==> src/led_seq_pkg.sv <==
// ----------------------------------------------------------------------------
// led_seq_pkg
// Shared types and constants for the LED effect sequencer.
// ----------------------------------------------------------------------------
`default_nettype none

package led_seq_pkg;

  localparam logic [7:0] FULL_DUTY  = 8'd30;
  localparam logic [7:0] LONG_TICKS = 8'd249;
  localparam logic [7:0] FADE_TICKS = 8'd84;
  localparam logic [7:0] HOLD_STEPS = 8'd49;
  localparam logic [7:0] WAIT_STEPS = 8'd4;

  localparam logic [7:0] BLINK_ON_FIRST   = 8'd1;
  localparam logic [7:0] BLINK_OFF_FIRST  = 8'd2;
  localparam logic [7:0] BLINK_ON_SECOND  = 8'd3;
  localparam logic [7:0] BLINK_OFF_SECOND = 8'd4;
  localparam logic [7:0] BLINK_END        = 8'd5;

  localparam logic [2:0] MODE_OFF   = 3'd0;
  localparam logic [2:0] MODE_WHITE = 3'd1;
  localparam logic [2:0] MODE_RED   = 3'd2;
  localparam logic [2:0] MODE_FADE  = 3'd3;

  localparam logic [1:0] PHASE_TO_WHITE = 2'd0;
  localparam logic [1:0] PHASE_HOLD_W   = 2'd1;
  localparam logic [1:0] PHASE_TO_RED   = 2'd2;
  localparam logic [1:0] PHASE_HOLD_R   = 2'd3;

  typedef struct packed {
    logic [2:0] effect_sel;
    logic       timer_off;
    logic       timer_on;
    logic       flash_request;
  } seq_tick_t;

  typedef struct packed {
    logic [7:0] white_level;
    logic [7:0] red_level;
    logic       flash_busy;
  } seq_level_t;

  typedef struct packed {
    logic       init_done;
    logic [7:0] tick_count;
    logic [7:0] step_count;
    logic [1:0] fade_phase;
    logic [7:0] white_pwm;
    logic [7:0] red_pwm;
    logic       flash_pending;
  } seq_state_t;

endpackage

`default_nettype wire

==> src/led_effect_sequencer.sv <==
// ----------------------------------------------------------------------------
// led_effect_sequencer
// Per-tick white/red duty level sequencer with flash, timer-off and crossfade.
// ----------------------------------------------------------------------------
// Each request is one 400 us tick and gives exactly one result carrying the
// white and red duty levels and the flash busy flag after that tick. The block
// takes one request per clock while the request channel is not stalled; a request
// passes an input register, the combinational update logic and a result register,
// moving into the result register whenever the output side is not stalled. A stall
// on the result channel holds the result register and, once the input register
// is also full, stalls the request channel in the same cycle.
`default_nettype none

module led_effect_sequencer (
  input  logic                    clk,
  input  logic                    rst,
  input  logic                    tick_valid,
  output logic                    tick_stall,
  input  led_seq_pkg::seq_tick_t  tick,
  output logic                    level_valid,
  input  logic                    level_stall,
  output led_seq_pkg::seq_level_t level
);
  import led_seq_pkg::*;

  logic       held_valid;
  seq_tick_t  held;
  seq_state_t state;
  seq_state_t state_next;
  seq_level_t level_next;
  logic       out_free;
  logic       advance;

  assign out_free   = !level_valid || !level_stall;
  assign advance    = held_valid && out_free;
  assign tick_stall = held_valid && !out_free;

  led_seq_step u_step (
    .cur   (state),
    .tick  (held),
    .nxt   (state_next),
    .level (level_next)
  );

  always_ff @(posedge clk) begin
    if (rst) begin
      held_valid  <= 1'b0;
      level_valid <= 1'b0;
      state       <= '0;
    end else begin
      if (!tick_stall) held_valid <= tick_valid;
      if (out_free) level_valid <= held_valid;
      if (advance) state <= state_next;
    end
  end

  always_ff @(posedge clk) begin
    if (tick_valid && !tick_stall) held <= tick;
    if (advance) level <= level_next;
  end

endmodule

`default_nettype wire

==> src/led_seq_step.sv <==
// ----------------------------------------------------------------------------
// led_seq_step
// Next-state and result logic for one tick of the LED effect sequencer.
// ----------------------------------------------------------------------------
`default_nettype none

module led_seq_step (
  input  led_seq_pkg::seq_state_t cur,
  input  led_seq_pkg::seq_tick_t  tick,
  output led_seq_pkg::seq_state_t nxt,
  output led_seq_pkg::seq_level_t level
);
  import led_seq_pkg::*;

  always_comb begin
    seq_state_t s;
    s = cur;
    s.flash_pending = cur.flash_pending | tick.flash_request;

    if (s.flash_pending) begin
      if (!s.init_done) begin
        s.init_done  = 1'b1;
        s.white_pwm  = '0;
        s.red_pwm    = '0;
        s.tick_count = '0;
        s.step_count = '0;
      end
      s.tick_count = s.tick_count + 8'd1;
      if (s.tick_count > LONG_TICKS) begin
        s.tick_count = '0;
        s.step_count = s.step_count + 8'd1;
        if (tick.timer_on) begin
          case (s.step_count) inside
            BLINK_ON_FIRST, BLINK_ON_SECOND:   s.white_pwm = FULL_DUTY;
            BLINK_OFF_FIRST, BLINK_OFF_SECOND: s.white_pwm = '0;
            BLINK_END: begin
              s.init_done     = 1'b0;
              s.flash_pending = 1'b0;
            end
            default: ;
          endcase
        end else if (s.step_count > WAIT_STEPS) begin
          s.step_count    = '0;
          s.flash_pending = 1'b0;
          s.init_done     = 1'b0;
        end
      end
    end else if (tick.timer_off) begin
      s.white_pwm = '0;
      s.red_pwm   = '0;
    end else begin
      case (tick.effect_sel)
        MODE_OFF: begin
          s.white_pwm = '0;
          s.red_pwm   = '0;
        end
        MODE_WHITE: begin
          s.white_pwm = FULL_DUTY;
          s.red_pwm   = '0;
        end
        MODE_RED: begin
          s.white_pwm = '0;
          s.red_pwm   = FULL_DUTY;
        end
        MODE_FADE: begin
          if (!s.init_done) begin
            s.init_done  = 1'b1;
            s.white_pwm  = '0;
            s.red_pwm    = FULL_DUTY;
            s.tick_count = '0;
            s.step_count = '0;
            s.fade_phase = PHASE_TO_WHITE;
          end
          // phases chain within one tick, except hold-red back to fade
          if (s.fade_phase == PHASE_TO_WHITE) begin
            s.tick_count = s.tick_count + 8'd1;
            if (s.tick_count > FADE_TICKS) begin
              s.tick_count = '0;
              s.white_pwm  = s.white_pwm + 8'd1;
              s.red_pwm    = s.red_pwm - 8'd1;
              if (s.red_pwm == '0) s.fade_phase = PHASE_HOLD_W;
            end
          end
          if (s.fade_phase == PHASE_HOLD_W) begin
            s.tick_count = s.tick_count + 8'd1;
            if (s.tick_count > LONG_TICKS) begin
              s.tick_count = '0;
              s.step_count = s.step_count + 8'd1;
              if (s.step_count > HOLD_STEPS) begin
                s.step_count = '0;
                s.fade_phase = PHASE_TO_RED;
              end
            end
          end
          if (s.fade_phase == PHASE_TO_RED) begin
            s.tick_count = s.tick_count + 8'd1;
            if (s.tick_count > FADE_TICKS) begin
              s.tick_count = '0;
              s.white_pwm  = s.white_pwm - 8'd1;
              s.red_pwm    = s.red_pwm + 8'd1;
              if (s.white_pwm == '0) s.fade_phase = PHASE_HOLD_R;
            end
          end
          if (s.fade_phase == PHASE_HOLD_R) begin
            s.tick_count = s.tick_count + 8'd1;
            if (s.tick_count > LONG_TICKS) begin
              s.tick_count = '0;
              s.step_count = s.step_count + 8'd1;
              if (s.step_count > HOLD_STEPS) begin
                s.step_count = '0;
                s.fade_phase = PHASE_TO_WHITE;
              end
            end
          end
        end
        default: ;
      endcase
    end

    nxt               = s;
    level.white_level = s.white_pwm;
    level.red_level   = s.red_pwm;
    level.flash_busy  = s.flash_pending;
  end

endmodule

`default_nettype wire

==> config.mk <==
export PLATFORM = sky130hd
export DESIGN_NAME = led_effect_sequencer
export DESIGN_NICKNAME = d
export VERILOG_FILES = /design/src/led_seq_pkg.sv /design/src/led_effect_sequencer.sv /design/src/led_seq_step.sv
export SDC_FILE = /design/constraint.sdc
export NUM_CORES = 1
export LEC_CHECK = 0
export ABC_CLOCK_PERIOD_IN_PS = 6500
export BUFFER_PORTS_ARGS = -buffer_cell sky130_fd_sc_hd__buf_4
export CORE_MARGIN = 2
export CORE_UTILIZATION = 50
export DETAILED_ROUTE_END_ITERATION = 8
export GPL_TIMING_DRIVEN = 0
export PLACE_DENSITY = 0.75
export SETUP_SLACK_MARGIN = 0.4
export SYNTH_ARGS = -nofsm -noshare
export SYNTH_HDL_FRONTEND = slang
export SYNTH_SLANG_ARGS = --single-unit
==> constraint.sdc <==
create_clock -name clk -period 6.5 [get_ports clk]
set_input_delay 0.65 -clock clk [delete_from_list [all_inputs] [get_ports clk]]
set_output_delay 0.65 -clock clk [all_outputs]
set_load 0.05 [all_outputs]
# Yosys cells after proc, flatten, opt, wreduce, memory -nomap -nowiden
# Index checks and enable logic that the tools add are counted.
# totals
reg_bits	61
in_bits	10
output_inout_bits	19
wordCells	131
# classes
n_addsub	12
order_cmp	8
n_eq_ne	12
mux	63
bitwise	3
n_reduce_logical	17
# op_table
operator	count
$mux 18	17
$mux 8	16
$mux 35	3
$add 8x1->8 const B	10
$mux 16	4
$pmux 16 s4	1
$mux 17	3
$mux 19	2
$mux 34	1
$gt 8x8->1 const B	3
$mux 10	2
$eq 8x2->1 const B	2
$eq 8x3->1 const B	2
$gt 8x6->1 const B	2
$gt 8x7->1 const B	2
$logic_not 8->1	2
$sub 8x1->8 const B	2
$mux 1	12
$eq 8x1->1 const B	1
$gt 8x3->1 const B	1
$eq 3x2->1 const B	2
$eq 2x2->1 const B	2
$logic_not 1->1	4
$mux 2	2
other kinds (13)	17

# Depth between registers and ports, before layout
# logic_depth
ltp_word	32
depth_mapped	36
ltp_nobuf	28

# Hierarchy
# Synthesis repeated with hierarchy kept, for this count alone.
# unflattened
cells_unflattened	917
area_unflattened_um2	7028.0
# modules_own_cells
module	instances	cells_each	area_per_inst_um2	seq_area_each_um2
led_seq_step	1	728	4621.9	0.0
led_effect_sequencer	1	189	2406.1	1451.4

# Worst setup path before layout
# OpenSTA, ideal clock, no wires.
# synth_timing
kind	flip-flop to flip-flop
from	register state[35] (netlist bit)
to	register state[34] (netlist bit)
setup_ns	0.095
t_arrival_ns	6.772
t_required_ns	6.405
path_slack_ns	-0.368
stages_incl_launch_ff	31
n_path_buf	7
synth_period_minus_slack_ns	6.868
path_cell_list	dfxtp_1 -> buf_2 -> clkbuf_1 -> clkbuf_1 -> clkbuf_1 -> clkbuf_1 -> clkbuf_1 -> and2_1 -> ha_1 -> clkbuf_1 -> nand2_1 -> o221ai_1 -> a2bb2oi_2 -> nor2_1 -> a22o_1 -> ha_1 -> nand3_1 -> o32ai_4 -> nor2_4 -> o211a_1 -> or2_2 -> ha_1 -> and3_1 -> nor3_1 -> a221oi_2 -> nor3_4 -> nor2_1 -> a31oi_2 -> o21ai_1 -> a2111o_1 -> o311ai_1
# synth_between
elab_chain_cells	32
word_cells_on_any_way	61
cone_classes	add/sub (9); order compare (6); eq/ne (3); mux (40); reduce/logical (3)
# synth_lines
item	line	rtl
start, declared	led_effect_sequencer.sv:28	seq_state_t state;
start signal, assigned	led_effect_sequencer.sv:53	if (advance) state <= state_next;
$mux 34	led_seq_step.sv:66	if (!s.init_done) begin
$mux 35	led_seq_step.sv:52	case (tick.effect_sel)
$mux 35	led_seq_step.sv:48	end else if (tick.timer_off) begin
$mux 35	led_seq_step.sv:20	if (s.flash_pending) begin
$add 8x1->8	led_seq_step.sv:76	s.tick_count = s.tick_count + 8'd1;
$gt 8x7->1	led_seq_step.sv:77	if (s.tick_count > FADE_TICKS) begin
$mux 8	led_seq_step.sv:77	
$mux 8	led_seq_step.sv:75	if (s.fade_phase == PHASE_TO_WHITE) begin
[16 not listed]	--	
$mux 8	led_seq_step.sv:20	
$add 8x1->8	led_seq_step.sv:105	s.tick_count = s.tick_count + 8'd1;
$gt 8x8->1	led_seq_step.sv:106	if (s.tick_count > LONG_TICKS) begin
$mux 18	led_seq_step.sv:106	
$mux 18	led_seq_step.sv:104	if (s.fade_phase == PHASE_HOLD_R) begin
$mux 19	led_seq_step.sv:52	
$mux 19	led_seq_step.sv:48	
$mux 17 *	led_seq_step.sv:20	
# Mark *: on every way between the ends. The rest lies on a longest branch, timed or not. The select of a mux whose other input is x is not followed.
# A chain may end at the register's enable or synchronous reset.

# Worst setup path after layout
# layout_timing
from	register state[35] (netlist bit)
to	register state[20] (netlist bit)
# The elaborated chain is that of the path after synthesis.

==> impl_metrics.yaml <==
clock_network:
  h-tree-depth: 3
  clock_sinks: 61
  clk_pin_slew_ns: 0.05
  cts_tree: "built"
  cts_buffers: 9
  postCtsHoldBufs: 0
  clkLatencyLatePin_ns: 0.33
  cts-root-buf: "clkbuf_16"
  cts.path.max_buffers: 2
route:
  dr.first_iter.drc_count: 1179
  wl_met1_um: 9594
  drt-total-wl_um: 23860
  vias_per_cell: 6.673
  ant_nets: 0
  top_layer_used: "met4"
  wl_met3_um: 2647
  vias: 7827
  route.detailed.drc: 0
  drt-pass1-iter-count: 6
  routedWlPerCell_um: 20.34
  dr_wl_met2_um: 10340
final_layout:
  finalNetCount: 1022
  final_cells: 1173
  diodes: 0
  register_area_um2: 1455
  fill_cells: 1064
  drive_above_1_share_pct: 25.18
  areaGrowthSynthToFinish_pct: 29.15
  multi_input_comb_area_um2: 5375
  utilization_pct: 65.33
  design_area_um2: 8548
job:
  max_cap_violations: 0
sta:
  hold_violations: 0
  max_slew_margin_pct: 12.49
  skew_ns: 0.006420
  holdWs_ns: 0.4714
  rsz0062_at_grt: "true"
  setup_tns_ns: 0
  maxSlewViolCount: 0
  fmax_mhz: 163.9
  fin_crit_ns: 6.100
  tightest_slew_ns: 1.313
  setup_viol: 0
  layout_setup_ws_ns: 0.3999
  period_share_pct: 93.85
critical_path:
  r2r_start: "state[35]"
  cp_max_fo: 5
  crit-reg2reg-capture: "state[20]"
  cpMostUsedCell: "clkbuf_16"
  cp_data_required_time_ns: 6.69
  reg2regPathDepth: 33
  max_stage_delay_ns: 0.42
  crit_start: "state[35]"
  endpoint: "state[20]"
  crit_path_end_kind: "flip-flop"
  critical_path_arrival_ns: 6.30
  start_kind: "flip-flop"
  criticalPathCategory: "flip-flop to flip-flop"
  r2r_setup_slack_ns: 0.40
  crit_path_top_delay_cell: "nor4b_4"
logic_synthesis:
  synth_edf_count: 23
  synthTopCellsByArea: "dfxtp_1 (11%), edfxtp_1 (10%), nand2_1 (6.6%), o21ai_0 (5.2%), nor2_1 (4.7%)"
  yosysWarningCount: 0
  synthFlopType: "dfxtp_1"
  synthCells: 881
  synthesis.nets: 911
  netlist_area_um2: 6619
  synth_cell_types: 101
  synth_area_per_cell_um2: 7.513
  async_reset_ff_share_pct: 0
  synth_largest_area_cell: "dfxtp_1"
  synth_top_area_share_pct: 11.49
  synth_seq_cells: 61
  ys_seq_area_share_pct: 21.93
placement:
  place_inst: 1086
  routabilityCongestion: 1.060
  port-buffer-count: 28
  dp_slack_ns: -1.377
  dp_hpwl_um: 16450
  postPlaceCellArea_um2: 7136
pwr:
  peakVddDrop_uv: 170.6
  fin_total_pwr_mw: 1.040
  p_leak_nw: 3.160
  powerDensity_nw_per_um2: 121.7
floorplanning:
  core.rowCount: 42
  start_util_pct: 50.58
  die_w_um: 119.1
  ios: 29
  fp.dieH_um: 119.1
  die-area_um2: 14170
  core_um2: 13090
global_route:
  grt_pass1_wl_um: 36520
  antenna_found_initial: 0
  grt_pass1_vias: 6994
  grt_max_degree: 27
  grt_usage_pct: 32.28
  grt_overflow: 0
min_path:
  min_path_type: "flip-flop to flip-flop"
status:
  status: "complete, no violations"
flip-flops by register name, summed over array words and instances, names as in the netlist:
| signal | cells |
|---|---|
| state | 36 |
| level | 17 |
| held | 6 |
| held_valid | 1 |
| level_valid | 1 |
worst max-delay path: cells and delay by family (launching register included):
kind                     cells  cell delay (ns)
AND/OR/NAND/NOR             10             1.84
adder cells (fa/ha/maj)      3             0.47
flip-flops                   1             0.36
buffers and inverters       11             1.50
XOR/XNOR                     1             0.20
AO/OA/AOI/OAI                7             1.48
multiplexers                 1             0.11
routing by layer:
metal,up-vias,track usage (%)
li1,3520,-
met1,3640,43.61
met2,552,48.60
met3,115,7.328
met4,0,15.48
met5,-,0
cell families after synthesis:
logic type / share of synthesized area (%)
simple gates: 29.09
mux: 2.155
flops: 21.93
compound gates: 31.68
buf+inv: 4.612
fa+ha+maj: 3.781
xor+xnor: 6.749
cells in the final DEF (no fill, tap or decap), types with 6 or more instances in the layout:
cell and n:
buf_4 95, xor2_1 18, or3_1 9, clkbuf_1 25, clkbuf_16 14, o21a_1 8, nand2_1 112, nand3_1 41
nor3_1 17, nand4_1 8, ha_1 14, edfxtp_1 23, dfxtp_1 37, nor2b_1 8, buf_6 11, o31a_1 7
o21ai_0 66, a21oi_1 45, nor2_4 8, or2_2 7, a211oi_1 10, and3_1 16, o21ai_1 6, nor2_1 77
and2_1 7, a31oi_1 16, buf_2 7, mux2i_1 11, o31ai_1 6, xnor2_1 28, a21oi_2 7, a21o_1 9
inv_1 23, o211ai_1 9
synth_stat cells (6+ instances only):
cell and instances:
nand2_1 117, nor2_1 82, o21ai_0 69, a21oi_1 52, nand3_1 44, dfxtp_1 38, clkbuf_1 31, xnor2_1 28
inv_1 27, edfxtp_1 23, ha_1 20, nor3_1 20, a31oi_1 19, and3_1 19, xor2_1 18, a211oi_1 12
mux2i_1 12, buf_2 10, a21o_1 9, and2_1 9, o211ai_1 9, or3_1 9, nand4_1 8, nor2b_1 8
o21a_1 8, or2_2 8, a22oi_1 7, o21ai_1 7, o31a_1 7, o31ai_1 6
layout make-up:
class,count,area share (%)
Timing Repair Buffer,100,9.090
Tap cell,176,2.576
Buffer,48,4.172
Inverter,27,1.215
Multi-Input combinational cell,745,62.88
Clock inverter,5,0.3220
Sequential cell,61,17.02
Clock buffer,11,2.722
how the worst min path moves through the flow:
stage	depth (start not counted)	from	slack, ns	endpoint
after global routing	1	tick[4]	0.49	held[4]
final	2	state[0]	0.47	state[0]
after global placement	2	state[0]	0.45	state[0]
after CTS	2	state[0]	0.47	state[0]
after floorplan	2	state[0]	0.45	state[0]
after detailed placement	2	state[0]	0.46	state[0]
power breakdown:
group	internal [mW]	switching [mW]	total, mW
logic	0.0672	0.123	0.190
clock network	0.254	0.168	0.422
registers	0.414	0.0144	0.429
total	0.736	0.305	1.04
what timing repair did:
action / 4_1_cts / 5_1_grt
setup buffers: 37 / 34
resized for setup: 72 / 54
pin swaps: 35 / 45
setup endpoints to repair: 50 / 49
No activity file was read; power rests on OpenSTA's default activity.
